<file path="config.mk">
export PLATFORM = sky130hd
export DESIGN_NAME = scancode_to_ascii_line_input_core
export DESIGN_NICKNAME = d
export VERILOG_FILES = /design/src/hw/rtl/scasc_pkg.sv /design/src/hw/rtl/scancode_to_ascii_line_input_core.sv
export SDC_FILE = /design/constraint.sdc
export NUM_CORES = 1
export LEC_CHECK = 0
export BUFFER_PORTS_ARGS = -buffer_cell sky130_fd_sc_hd__buf_2
export CAP_MARGIN = 20
export CORE_ASPECT_RATIO = 0.6
export CORE_MARGIN = 4
export CORE_UTILIZATION = 60
export DETAILED_ROUTE_END_ITERATION = 6
export GPL_TIMING_DRIVEN = 0
export PLACE_DENSITY = 0.91
export SLEW_MARGIN = 40
export SYNTH_ARGS = -nofsm -noshare
export SYNTH_HDL_FRONTEND = slang
export SYNTH_SLANG_ARGS = --single-unit
</file>
<file path="constraint.sdc">
create_clock -name aclk -period 7 [get_ports aclk]
set_clock_uncertainty 0.05 [all_clocks]
set_input_delay 0 -clock aclk [delete_from_list [all_inputs] [get_ports aclk]]
set_output_delay 0 -clock aclk [all_outputs]
set_load 0.01 [all_outputs]
</file>
<file path="src/hw/rtl/scasc_pkg.sv">
// Shared constants and the key-to-character lookup for the scan code to ASCII
// line input core. No dependencies.
package scasc_pkg;

    // Line buffer size held by the consumer; one slot stays reserved.
    localparam int LINE_CAPACITY = 256;
    localparam logic [7:0] LINE_LIMIT = 8'(LINE_CAPACITY - 1);

    // Set-1 scan codes with a meaning of their own.
    localparam logic [7:0] SC_LSHIFT_MAKE  = 8'h2A;
    localparam logic [7:0] SC_RSHIFT_MAKE  = 8'h36;
    localparam logic [7:0] SC_LSHIFT_BREAK = 8'hAA;
    localparam logic [7:0] SC_RSHIFT_BREAK = 8'hB6;
    localparam logic [7:0] SC_CAPS_MAKE    = 8'h3A;
    localparam logic [7:0] KEY_TABLE_SIZE  = 8'd58;

    // Control characters the line logic acts on.
    localparam logic [6:0] CHAR_NONE      = 7'h00;
    localparam logic [6:0] CHAR_BACKSPACE = 7'h08;
    localparam logic [6:0] CHAR_NEWLINE   = 7'h0A;

    // Result item, highest field first in the packed tdata.
    typedef struct packed {
        logic       char_dropped;
        logic [7:0] line_length;
        logic [6:0] char_code;
        logic       char_valid;
    } line_event_t;

    // Character for a make code below the table size, plain or shifted.
    function automatic logic [6:0] key_char(input logic [5:0] idx, input logic shift);
        logic [6:0] p;
        logic [6:0] s;
        begin
            p = CHAR_NONE;
            s = CHAR_NONE;
            case (idx)
                6'd1:  begin p = 7'h1B; s = 7'h1B; end
                6'd2:  begin p = 7'h31; s = 7'h21; end
                6'd3:  begin p = 7'h32; s = 7'h40; end
                6'd4:  begin p = 7'h33; s = 7'h23; end
                6'd5:  begin p = 7'h34; s = 7'h24; end
                6'd6:  begin p = 7'h35; s = 7'h25; end
                6'd7:  begin p = 7'h36; s = 7'h5E; end
                6'd8:  begin p = 7'h37; s = 7'h26; end
                6'd9:  begin p = 7'h38; s = 7'h2A; end
                6'd10: begin p = 7'h39; s = 7'h28; end
                6'd11: begin p = 7'h30; s = 7'h29; end
                6'd12: begin p = 7'h2D; s = 7'h5F; end
                6'd13: begin p = 7'h3D; s = 7'h2B; end
                6'd14: begin p = 7'h08; s = 7'h08; end
                6'd15: begin p = 7'h09; s = 7'h09; end
                6'd16: begin p = 7'h71; s = 7'h51; end
                6'd17: begin p = 7'h77; s = 7'h57; end
                6'd18: begin p = 7'h65; s = 7'h45; end
                6'd19: begin p = 7'h72; s = 7'h52; end
                6'd20: begin p = 7'h74; s = 7'h54; end
                6'd21: begin p = 7'h79; s = 7'h59; end
                6'd22: begin p = 7'h75; s = 7'h55; end
                6'd23: begin p = 7'h69; s = 7'h49; end
                6'd24: begin p = 7'h6F; s = 7'h4F; end
                6'd25: begin p = 7'h70; s = 7'h50; end
                6'd26: begin p = 7'h5B; s = 7'h7B; end
                6'd27: begin p = 7'h5D; s = 7'h7D; end
                6'd28: begin p = 7'h0A; s = 7'h0A; end
                6'd30: begin p = 7'h61; s = 7'h41; end
                6'd31: begin p = 7'h73; s = 7'h53; end
                6'd32: begin p = 7'h64; s = 7'h44; end
                6'd33: begin p = 7'h66; s = 7'h46; end
                6'd34: begin p = 7'h67; s = 7'h47; end
                6'd35: begin p = 7'h68; s = 7'h48; end
                6'd36: begin p = 7'h6A; s = 7'h4A; end
                6'd37: begin p = 7'h6B; s = 7'h4B; end
                6'd38: begin p = 7'h6C; s = 7'h4C; end
                6'd39: begin p = 7'h3B; s = 7'h3A; end
                6'd40: begin p = 7'h27; s = 7'h22; end
                6'd41: begin p = 7'h60; s = 7'h7E; end
                6'd43: begin p = 7'h5C; s = 7'h7C; end
                6'd44: begin p = 7'h7A; s = 7'h5A; end
                6'd45: begin p = 7'h78; s = 7'h58; end
                6'd46: begin p = 7'h63; s = 7'h43; end
                6'd47: begin p = 7'h76; s = 7'h56; end
                6'd48: begin p = 7'h62; s = 7'h42; end
                6'd49: begin p = 7'h6E; s = 7'h4E; end
                6'd50: begin p = 7'h6D; s = 7'h4D; end
                6'd51: begin p = 7'h2C; s = 7'h3C; end
                6'd52: begin p = 7'h2E; s = 7'h3E; end
                6'd53: begin p = 7'h2F; s = 7'h3F; end
                6'd55: begin p = 7'h2A; s = 7'h2A; end
                6'd57: begin p = 7'h20; s = 7'h20; end
                default: begin p = CHAR_NONE; s = CHAR_NONE; end
            endcase
            key_char = shift ? s : p;
        end
    endfunction

    // Caps lock swaps the case of letters only.
    function automatic logic [6:0] caps_flip(input logic [6:0] c);
        begin
            if ((c >= 7'h61 && c <= 7'h7A) || (c >= 7'h41 && c <= 7'h5A)) begin
                caps_flip = c ^ 7'h20;
            end else begin
                caps_flip = c;
            end
        end
    endfunction

endpackage

</file>
<file path="src/hw/rtl/scancode_to_ascii_line_input_core.sv">
// Top level of the scan code to ASCII line input core: one register stage from
// scan code to line event. Depends on scasc_pkg.
//
// Usage:
//   s_ channel: one set-1 scan code per item in s_tdata[7:0]; bit 7 marks a
//   key release.
//   m_ channel: exactly one result item per scan code. m_tlast is line_done
//   (a newline ended the line); m_tdata carries the echoed character, the
//   finished line's length and the dropped flag. The consumer stores the line
//   by collecting items with char_valid set.
//   m_tvalid rises in the cycle after acceptance. Throughput is one item per
//   cycle unless the receiver stalls: the lookup table, caps flip and position
//   compare sit between the input handshake and the single output register.
//   s_tready stays high while the output register is empty or being drained
//   in the same cycle, so a stalled receiver holds the result in place and
//   backs up the input by exactly one item; nothing is lost or repeated.
//   Reset (aresetn low, synchronous) releases shift, clears caps lock, sets
//   the line position to zero and empties the output register.
module scancode_to_ascii_line_input_core (
    input  logic        aclk,
    input  logic        aresetn,
    input  logic        s_tvalid,
    output logic        s_tready,
    input  logic [7:0]  s_tdata,   // [7:0] scancode
    output logic        m_tvalid,
    input  logic        m_tready,
    output logic [23:0] m_tdata,   // [0] char_valid, [7:1] char_code,
                                   // [15:8] line_length, [16] char_dropped
    output logic        m_tlast    // line_done
);

    logic                   shift_reg,    shift_next;
    logic                   caps_reg,     caps_next;
    logic [7:0]             pos_reg,      pos_next;
    logic                   out_vld_reg,  out_vld_next;
    scasc_pkg::line_event_t out_reg,      out_next;
    logic                   out_last_reg, out_last_next;

    logic       accept;
    logic       is_key;
    logic [6:0] mapped;
    logic [6:0] ch;

    // Take a new item whenever the output register is free or drains now.
    assign s_tready = !out_vld_reg || m_tready;
    assign accept   = s_tvalid && s_tready;

    // Modifier tracking: shift make/break and caps lock toggle.
    always_comb begin
        shift_next = shift_reg;
        caps_next  = caps_reg;
        if (accept) begin
            if (s_tdata == scasc_pkg::SC_LSHIFT_MAKE ||
                s_tdata == scasc_pkg::SC_RSHIFT_MAKE) begin
                shift_next = 1'b1;
            end else if (s_tdata == scasc_pkg::SC_LSHIFT_BREAK ||
                         s_tdata == scasc_pkg::SC_RSHIFT_BREAK) begin
                shift_next = 1'b0;
            end else if (s_tdata == scasc_pkg::SC_CAPS_MAKE) begin
                caps_next = !caps_reg;
            end
        end
    end

    // Only make codes inside the table produce a character.
    assign is_key = !s_tdata[7] && (s_tdata < scasc_pkg::KEY_TABLE_SIZE);
    assign mapped = scasc_pkg::key_char(s_tdata[5:0], shift_next);
    assign ch     = caps_reg ? scasc_pkg::caps_flip(mapped) : mapped;

    // Line logic: newline reports and clears, backspace and blank keys do nothing, full line drops, else append.
    always_comb begin
        pos_next      = pos_reg;
        out_next      = out_reg;
        out_last_next = out_last_reg;
        out_vld_next  = out_vld_reg && !m_tready;
        if (accept) begin
            out_vld_next  = 1'b1;
            out_next      = '0;
            out_last_next = 1'b0;
            if (is_key) begin
                if (ch == scasc_pkg::CHAR_NEWLINE) begin
                    out_last_next        = 1'b1;
                    out_next.line_length = pos_reg;
                    pos_next             = '0;
                end else if (ch == scasc_pkg::CHAR_BACKSPACE || ch == scasc_pkg::CHAR_NONE) begin
                    // ignore: no character, no position change
                end else if (pos_reg >= scasc_pkg::LINE_LIMIT) begin
                    out_next.char_dropped = 1'b1;
                end else begin
                    out_next.char_valid = 1'b1;
                    out_next.char_code  = ch;
                    pos_next            = pos_reg + 8'd1;
                end
            end
        end
    end

    always_ff @(posedge aclk) begin
        if (!aresetn) begin
            shift_reg   <= 1'b0;
            caps_reg    <= 1'b0;
            pos_reg     <= '0;
            out_vld_reg <= 1'b0;
        end else begin
            shift_reg   <= shift_next;
            caps_reg    <= caps_next;
            pos_reg     <= pos_next;
            out_vld_reg <= out_vld_next;
        end
    end

    // Payload holds its value while the receiver stalls.
    always_ff @(posedge aclk) begin
        out_reg      <= out_next;
        out_last_reg <= out_last_next;
    end

    assign m_tvalid = out_vld_reg;
    assign m_tdata  = {7'b0, out_reg};
    assign m_tlast  = out_last_reg;

endmodule

</file>
==> results of run 1 <==
-- worst max-delay path, delay by kind of cell --
family	cells	cell delay, ps
compound gates	4	970
fa+ha+maj	1	220
mux	1	290
simple gates	4	1050
buf+inv	5	1240
-- cell usage in the layout, fill, tap and decap left out, drive strengths merged, types with 3 or more instances in the layout --
master,n
a211o,3
a21o,5
a21oi,20
a311oi,4
a31o,3
a31oi,6
and2,9
buf,54
clkbuf,11
clkinv,3
conb,7
dfxtp,11
edfxtp,18
ha,12
inv,14
mux2i,6
nand2,21
nand2b,6
nand3,12
nand3b,3
nor2,26
nor2b,12
nor3,5
nor4,3
o211a,3
o211ai,5
o21a,5
o21ai,20
o311ai,4
o31ai,8
o32ai,3
or2,5
or3,5
or4,3
xnor2,3
xor2,3
-- power by group through the flow --
| stage | logic, mW | clock network (mW) | registers, mW |
|---|---|---|---|
| CTS | 0.141 | 0.141 | 0.191 |
| global placement | 0.138 | 0 | 0.194 |
| global route | 0.156 | 0.150 | 0.191 |
| floorplan | 0.0960 | 0 | 0.198 |
| detailed placement | 0.140 | 0 | 0.194 |
| finish | 0.147 | 0.144 | 0.191 |
-- layout make-up --
class	count	area, um^2	share of cell area, %
Multi-Input combinational cell	259	1800	57.6
Sequential cell	29	761	24.3
Buffer	30	198	6.31
Timing Repair Buffer	29	145	4.64
Clock buffer	6	82.6	2.64
Tap cell	60	75.1	2.40
Inverter	15	56.3	1.80
Clock inverter	2	8.76	0.280
-- routing by layer --
| metal | vias to the layer above | global-route usage [%] | wire (um) |
|---|---|---|---|
| met4 | 0 | 6.07 | 194 |
| li1 | 1290 | - | - |
| met2 | 279 | 43.7 | 3530 |
| met1 | 1333 | 45.9 | 3610 |
| met5 | - | 0 | 0 |
| met3 | 35 | 13.9 | 1580 |
-- logic make-up after synthesis --
family	after synthesis
multiplexers	8
XOR/XNOR	6
AND/OR/NAND/NOR	120
buffers and inverters	45
adder cells (fa/ha/maj)	12
AO/OA/AOI/OAI	106
other	1
flip-flops	29
-- cells in the mapped netlist, drive strengths merged (3+ instances only) --
cell type	n
o211ai	5
nand2	21
buf	25
nor4	3
xor2	3
nor2	26
o211a	3
or3	5
o21a	5
a211o	3
o31ai	8
a21oi	20
ha	12
a21o	5
xnor2	3
o32ai	3
mux2i	6
or4	3
a311oi	4
o21ai	20
nand3	12
nand2b	6
nor3	5
and2	9
a31oi	6
nand3b	3
nor2b	12
dfxtp	11
inv	14
o311ai	4
edfxtp	18
or2	5
clkbuf	5
a31o	3
-- worst paths after layout --
| path | from | to | slack, ps | depth (start not counted) |
|---|---|---|---|---|
| worst max-delay path | s_tdata[0] | pos_reg[6] | 3350 | 15 |
| worst min-delay path | aresetn | shift_reg | 50 | 3 |
| worst max register to register | m_tvalid | pos_reg[6] | 3800 | 10 |
| worst min register to register | pos_reg[0] | pos_reg[0] | 460 | 2 |
==> metrics.md, run 1 <==
| Metric | Value |
|---|---|
| Vias | `approximately 2.9k` |
| Hold WS | `46.0 ps` |
| Layout Cells excl Fill | `430` |
| Dpl cell area | `around 0.003 mm^2` |
| Clk pwr share | `29.8%` |
| Placed cells | `between 400 and 500` |
| Switching power | `0.162 mW` |
| Top FF cell, synth | `edfxtp_1` |
| CP max stage delay | `around 480 ps` |
| Worst path arrival time | `3800 ps` |
| PwrDens | `roughly 150 mW/mm^2` |
| Initial antenna violation count | `0` |
| Die Span X | `96.0 um` |
| Post-synth EDFFs | `18` |
| Post-Syn Area | `0.00279 mm^2` |
| # setup viols final | `0` |
| Sequential element share of the synthesized area | `27.3%` |
| Max Cap Viol | `0` |
| PostCTS Resize Cnt | `0` |
| Layout area overhead | `12.2%` |
| Mux cell area share after synthesis | `2.96%` |
| Via density | `6.83` |
| Power, Total | `0.482 mW` |
| Worst-path clk slew | `70 ps` |
| Simple-gate share of the synthesized area | `25.8%` |
| Post-route DRC violation count | `0` |
| Worst hold path class | `input pin to register` |
| Gr usage total | `31.7%` |
| CTS tree | `yes` |
| Crit Path Class | `input pin to register` |
| RSZ-0062 raised after global routing | `false` |
| Number of global-route vias before repair | `2699` |
| Maximum VDD drop | `0.000166 V` |
| I/O pin count | `39` |
| Slowest CP cell | `or3_1` |
| Clk sinks | `29` |
| Mean Syn Cell Area | `8.53 um^2` |
| Endpoint class of the critical path | `register` |
| Design area | `roughly 0.0031 mm^2` |
| Internal | `0.320 mW` |
| DRT iter0 DRCs | `316` |
| Die ar. | `0.00584 mm^2` |
| Final min period | `roughly 3700 ps` |
| Worst Tran Pin Value | `667 ps` |
| Adder-cell share of the synthesized area | `approximately 5.4%` |
| Sw Share | `33.6%` |
| Die height | `60.8 um` |
| Routed WL | `8910 um` |
| Xor/xnor share of the synthesized area | `1.88%` |
| Req. time, crit path | `7150 ps` |
| Fmax achieved | `274 MHz` |
| Combinational share of power | `30.6%` |
| Post-CTS Setup Inserts | `0` |
| Routed WL per cell | `20.7 um` |
| CTS Hold Buffers Added | `0` |
| CP Max Fanout | `10` |
| Ys async rst share | `0%` |
| Hpwl dp | `around 6800 um` |
| Synth area leaders | `edfxtp_1, dfxtp_1, ha_1, buf_4, a21oi_1` |
| Core Area | `0.00430 mm^2` |
| Max reg flops | `17` |
| Root Driver | `clkbuf_8` |
| Final setup TNS | `0 ps` |
| Clock latency on the worst-skew pair | `280 ps` |
| Sequential power share | `~40%` |
| Yosys reg bits | `29` |
| Layout cells sized above 1 | `24.3%` |
| Compound-Gate Fraction of Synth Area | `27.5%` |
| Final Hold Fails | `0` |
| Port buffer count | `29` |
| Antenna cells | `0` |
| First-pass GRT wire length | `13800 um` |
| Routability Congestion | `1.07` |
| CTS H-tree lvls | `2` |
| Post-synthesis cell count | `327` |
| CTS Buf Count | `5` |
| FP Rows | `18` |
| # fillers | `340` |
| Slew Limit Fails | `0` |
| Top cell type's share of synthesized area | `19.4%` |
| Worst slew margin relative to its limit | `55.1%` |
| Worst setup SP type | `input pin` |
| GR Overflow Total | `0` |
| Util after Layout | `roughly 73%` |
| Leak pwr | `1.29 nW` |
| Pre-CTS setup slack | `about 3300 ps` |
| Largest net degree at the start of global routing | `20` |
| Final worst setup slack | `3350 ps` |
| Critical Path, Cell by Cell | `buf_2, clkbuf_1, inv_1, ha_1, buf_4, nand3b_4, nor4_2, o21ai_1, nand3_1, mux2i_1, or3_1, o21ai_1, buf_2, o21ai_0, a21oi_1` |
| Outcome | `finished clean` |
| Antenna viol nets, final | `0` |
| CTS max path bufs | `2` |
| Leading area contributor after synthesis | `edfxtp_1` |
| Final critical-path share of the clock period | `between 50% and 60%` |
| Yosys warnings | `0` |
| 1st-pass router iterations | `7` |
| Largest family of logic cells by synthesized area | `compound AO/OA/AOI/OAI gates` |
| Layout Nets | `393` |
| Netlist cell types | `between 70 and 80` |
| Starting density of the core | `64.8%` |
No activity file was read; power rests on OpenSTA's default activity.
==> inputs of run 2 (changes only) <==
--- a/config.mk
+++ b/config.mk
@@ -9,10 +9,10 @@
 export CAP_MARGIN = 20
 export CORE_ASPECT_RATIO = 0.6
 export CORE_MARGIN = 4
-export CORE_UTILIZATION = 60
+export CORE_UTILIZATION = 53
 export DETAILED_ROUTE_END_ITERATION = 6
 export GPL_TIMING_DRIVEN = 0
-export PLACE_DENSITY = 0.91
+export PLACE_DENSITY = 0.86
 export SLEW_MARGIN = 40
 export SYNTH_ARGS = -nofsm -noshare
 export SYNTH_HDL_FRONTEND = slang
==> constraint.sdc (replaced) <==
create_clock -name aclk -period 3.3 [get_ports aclk]
set_clock_uncertainty 0.05 [all_clocks]
set_input_delay 0 -clock aclk [delete_from_list [all_inputs] [get_ports aclk]]
set_output_delay 0 -clock aclk [all_outputs]
set_load 0.01 [all_outputs]
==> run 2 against run 1 <==
Design area is 2.7% higher. Clock-buffer cell count stayed put. Critical path depth stayed put. Via count is 1.8% lower. Critical endpoint is now pos_reg[3]. Largest power group unchanged.
==> metrics.md, run 2 (synthesized netlist as in run 1, its figures left out) <==
| Metric | Value |
|---|---|
| Routed WL | `9380 um` |
| # setup viols final | `0` |
| Combinational share of power | `31.3%` |
| Worst hold path class | `input pin to register` |
| Final critical-path share of the clock period | `96.3%` |
| Number of global-route vias before repair | `2730` |
| Maximum VDD drop | `0.000199 V` |
| Layout cells sized above 1 | `27.7%` |
| Outcome | `finished clean` |
| Worst path arrival time | `approximately 3300 ps` |
| Max reg flops | `17` |
| Worst setup SP type | `input pin` |
| Hpwl dp | `about 7000 um` |
| Die Span X | `102 um` |
| Sw Share | `33.7%` |
| Crit Path Class | `input pin to register` |
| Slowest CP cell | `or4_4` |
| Largest net degree at the start of global routing | `20` |
| Port buffer count | `29` |
| DRT iter0 DRCs | `~440` |
| Root Driver | `clkbuf_8` |
| FP Rows | `20` |
| Most used cell, CP | `buf_4` |
| First-pass GRT wire length | `14800 um` |
| CTS Hold Buffers Added | `0` |
| CTS max path bufs | `2` |
| Max Cap Viol | `0` |
| GR Overflow Total | `0` |
| Util after Layout | `63.3%` |
| CTS H-tree lvls | `2` |
| Initial antenna violation count | `0` |
| 1st-pass router iterations | `5` |
| Core Area | `0.00508 mm^2` |
| Antenna cells | `0` |
| Leak pwr | `between 1 and 1.5 nW` |
| Internal | `0.684 mW` |
| Antenna viol nets, final | `0` |
| Clk sinks | `29` |
| Endpoint class of the critical path | `register` |
| Die height | `64.2 um` |
| Post-route DRC violation count | `0` |
| Gr usage total | `about 30%` |
| Layout area overhead | `15.3%` |
| Worst Tran Pin Value | `749 ps` |
| CTS tree | `yes` |
| Via density | `6.53` |
| Fmax achieved | `315 MHz` |
| Die ar. | `0.00652 mm^2` |
| Vias | `~2.9k` |
| CP max stage delay | `between 500 and 600 ps` |
| Most common cell after layout, fill and taps aside | `buf_2` |
| Req. time, crit path | `3430 ps` |
| I/O pin count | `39` |
| Switching power | `~0.35 mW` |
| Routability Congestion | `1.04` |
| Slew Limit Fails | `0` |
| Layout Nets | `399` |
| CP Max Fanout | `10` |
| Clk pwr share | `between 20 and 30%` |
| PwrDens | `321 mW/mm^2` |
| Final min period | `3180 ps` |
| Final Hold Fails | `0` |
| Power, Total | `a little over 1 mW` |
| RSZ-0062 raised after global routing | `false` |
| Sequential power share | `between 30% and 40%` |
| Worst-path clk slew | `about 70 ps` |
| CTS Buf Count | `5` |
| Commonest non-fill, non-tap cells in the layout | `buf_2, nor2_1, buf_4, nand2_1, a21oi_1` |
| Clock latency on the worst-skew pair | `approximately 280 ps` |
| Routed WL per cell | `between 20 and 25 um` |
| Starting density of the core | `54.9%` |
| Worst slew margin relative to its limit | `49.6%` |
| Critical Path, Cell by Cell | `buf_2, clkbuf_2, inv_1, ha_1, buf_4, nand3b_4, nor4_2, o21a_1, o311ai_2, o211ai_1, or4_4, nor4_4, buf_4, a21o_4, o21ba_1` |
-- run 2: worst max-delay path, delay by kind of cell --
family                   cells  cell delay, ps
AO/OA/AOI/OAI                5            1150
adder cells (fa/ha/maj)      1             200
buffers and inverters        5             930
AND/OR/NAND/NOR              4            1010
-- run 2: final cells by class --
type	instances	area [um^2]
Tap cell	66	82.6
Inverter	15	60.1
Multi-Input combinational cell	259	1820
Clock buffer	6	82.6
Timing Repair Buffer	36	198
Fill cell	455	1870
Clock inverter	2	8.76
Sequential cell	29	761
Buffer	29	198
-- run 2: final timing paths --
kind | depth (start not counted) | from | slack (ps) | to
worst min-delay path | 3 | aresetn | 20 | shift_reg
worst max register to register | 10 | m_tvalid | 310 | pos_reg[3]
worst max-delay path | 15 | s_tdata[0] | 120 | pos_reg[3]
worst min register to register | 2 | pos_reg[0] | 450 | pos_reg[0]
-- run 2: power groups by stage --
stage	Clock, mW	Combinational [mW]	Sequential, mW
6_report	0.304	0.323	0.404
5_1_grt	0.326	0.344	0.406
4_1_cts	0.305	0.304	0.405
3_5_place_dp	0	0.301	0.412
3_3_place_gp	0	0.300	0.412
2_1_floorplan	0	0.204	0.420
-- run 2: timing repair --
action | in CTS | in global routing
setup buffers | 3 | 4
setup endpoints to repair | 8 | 16
gates cloned | 0 | 0
pin swaps | 1 | 1
resized for setup | 2 | 6
-- run 2: routing by layer --
layer  wire length [um]  up-vias  share of wire [%]  track usage, %
met5                  0        -                  0               0
met4                127        0                1.4            6.63
met3               1180       15                 13            9.27
met2               3790      197                 40            39.0
met1               4280     1375                 46            46.2
li1                   -     1298                  -               -
-- run 2: through the flow --
stage,setup slack [ps],area [um^2],hold slack [ps],std cells,setup TNS [ps]
2_1_floorplan,472,2810,122,333,0
3_3_place_gp,-447,3040,285,428,-5600
3_5_place_dp,-436,3040,287,428,-5400
4_1_cts,41.9,3160,7.32,438,0
5_1_grt,16.1,3210,40.7,442,0
6_report,121,3210,17.4,442,0
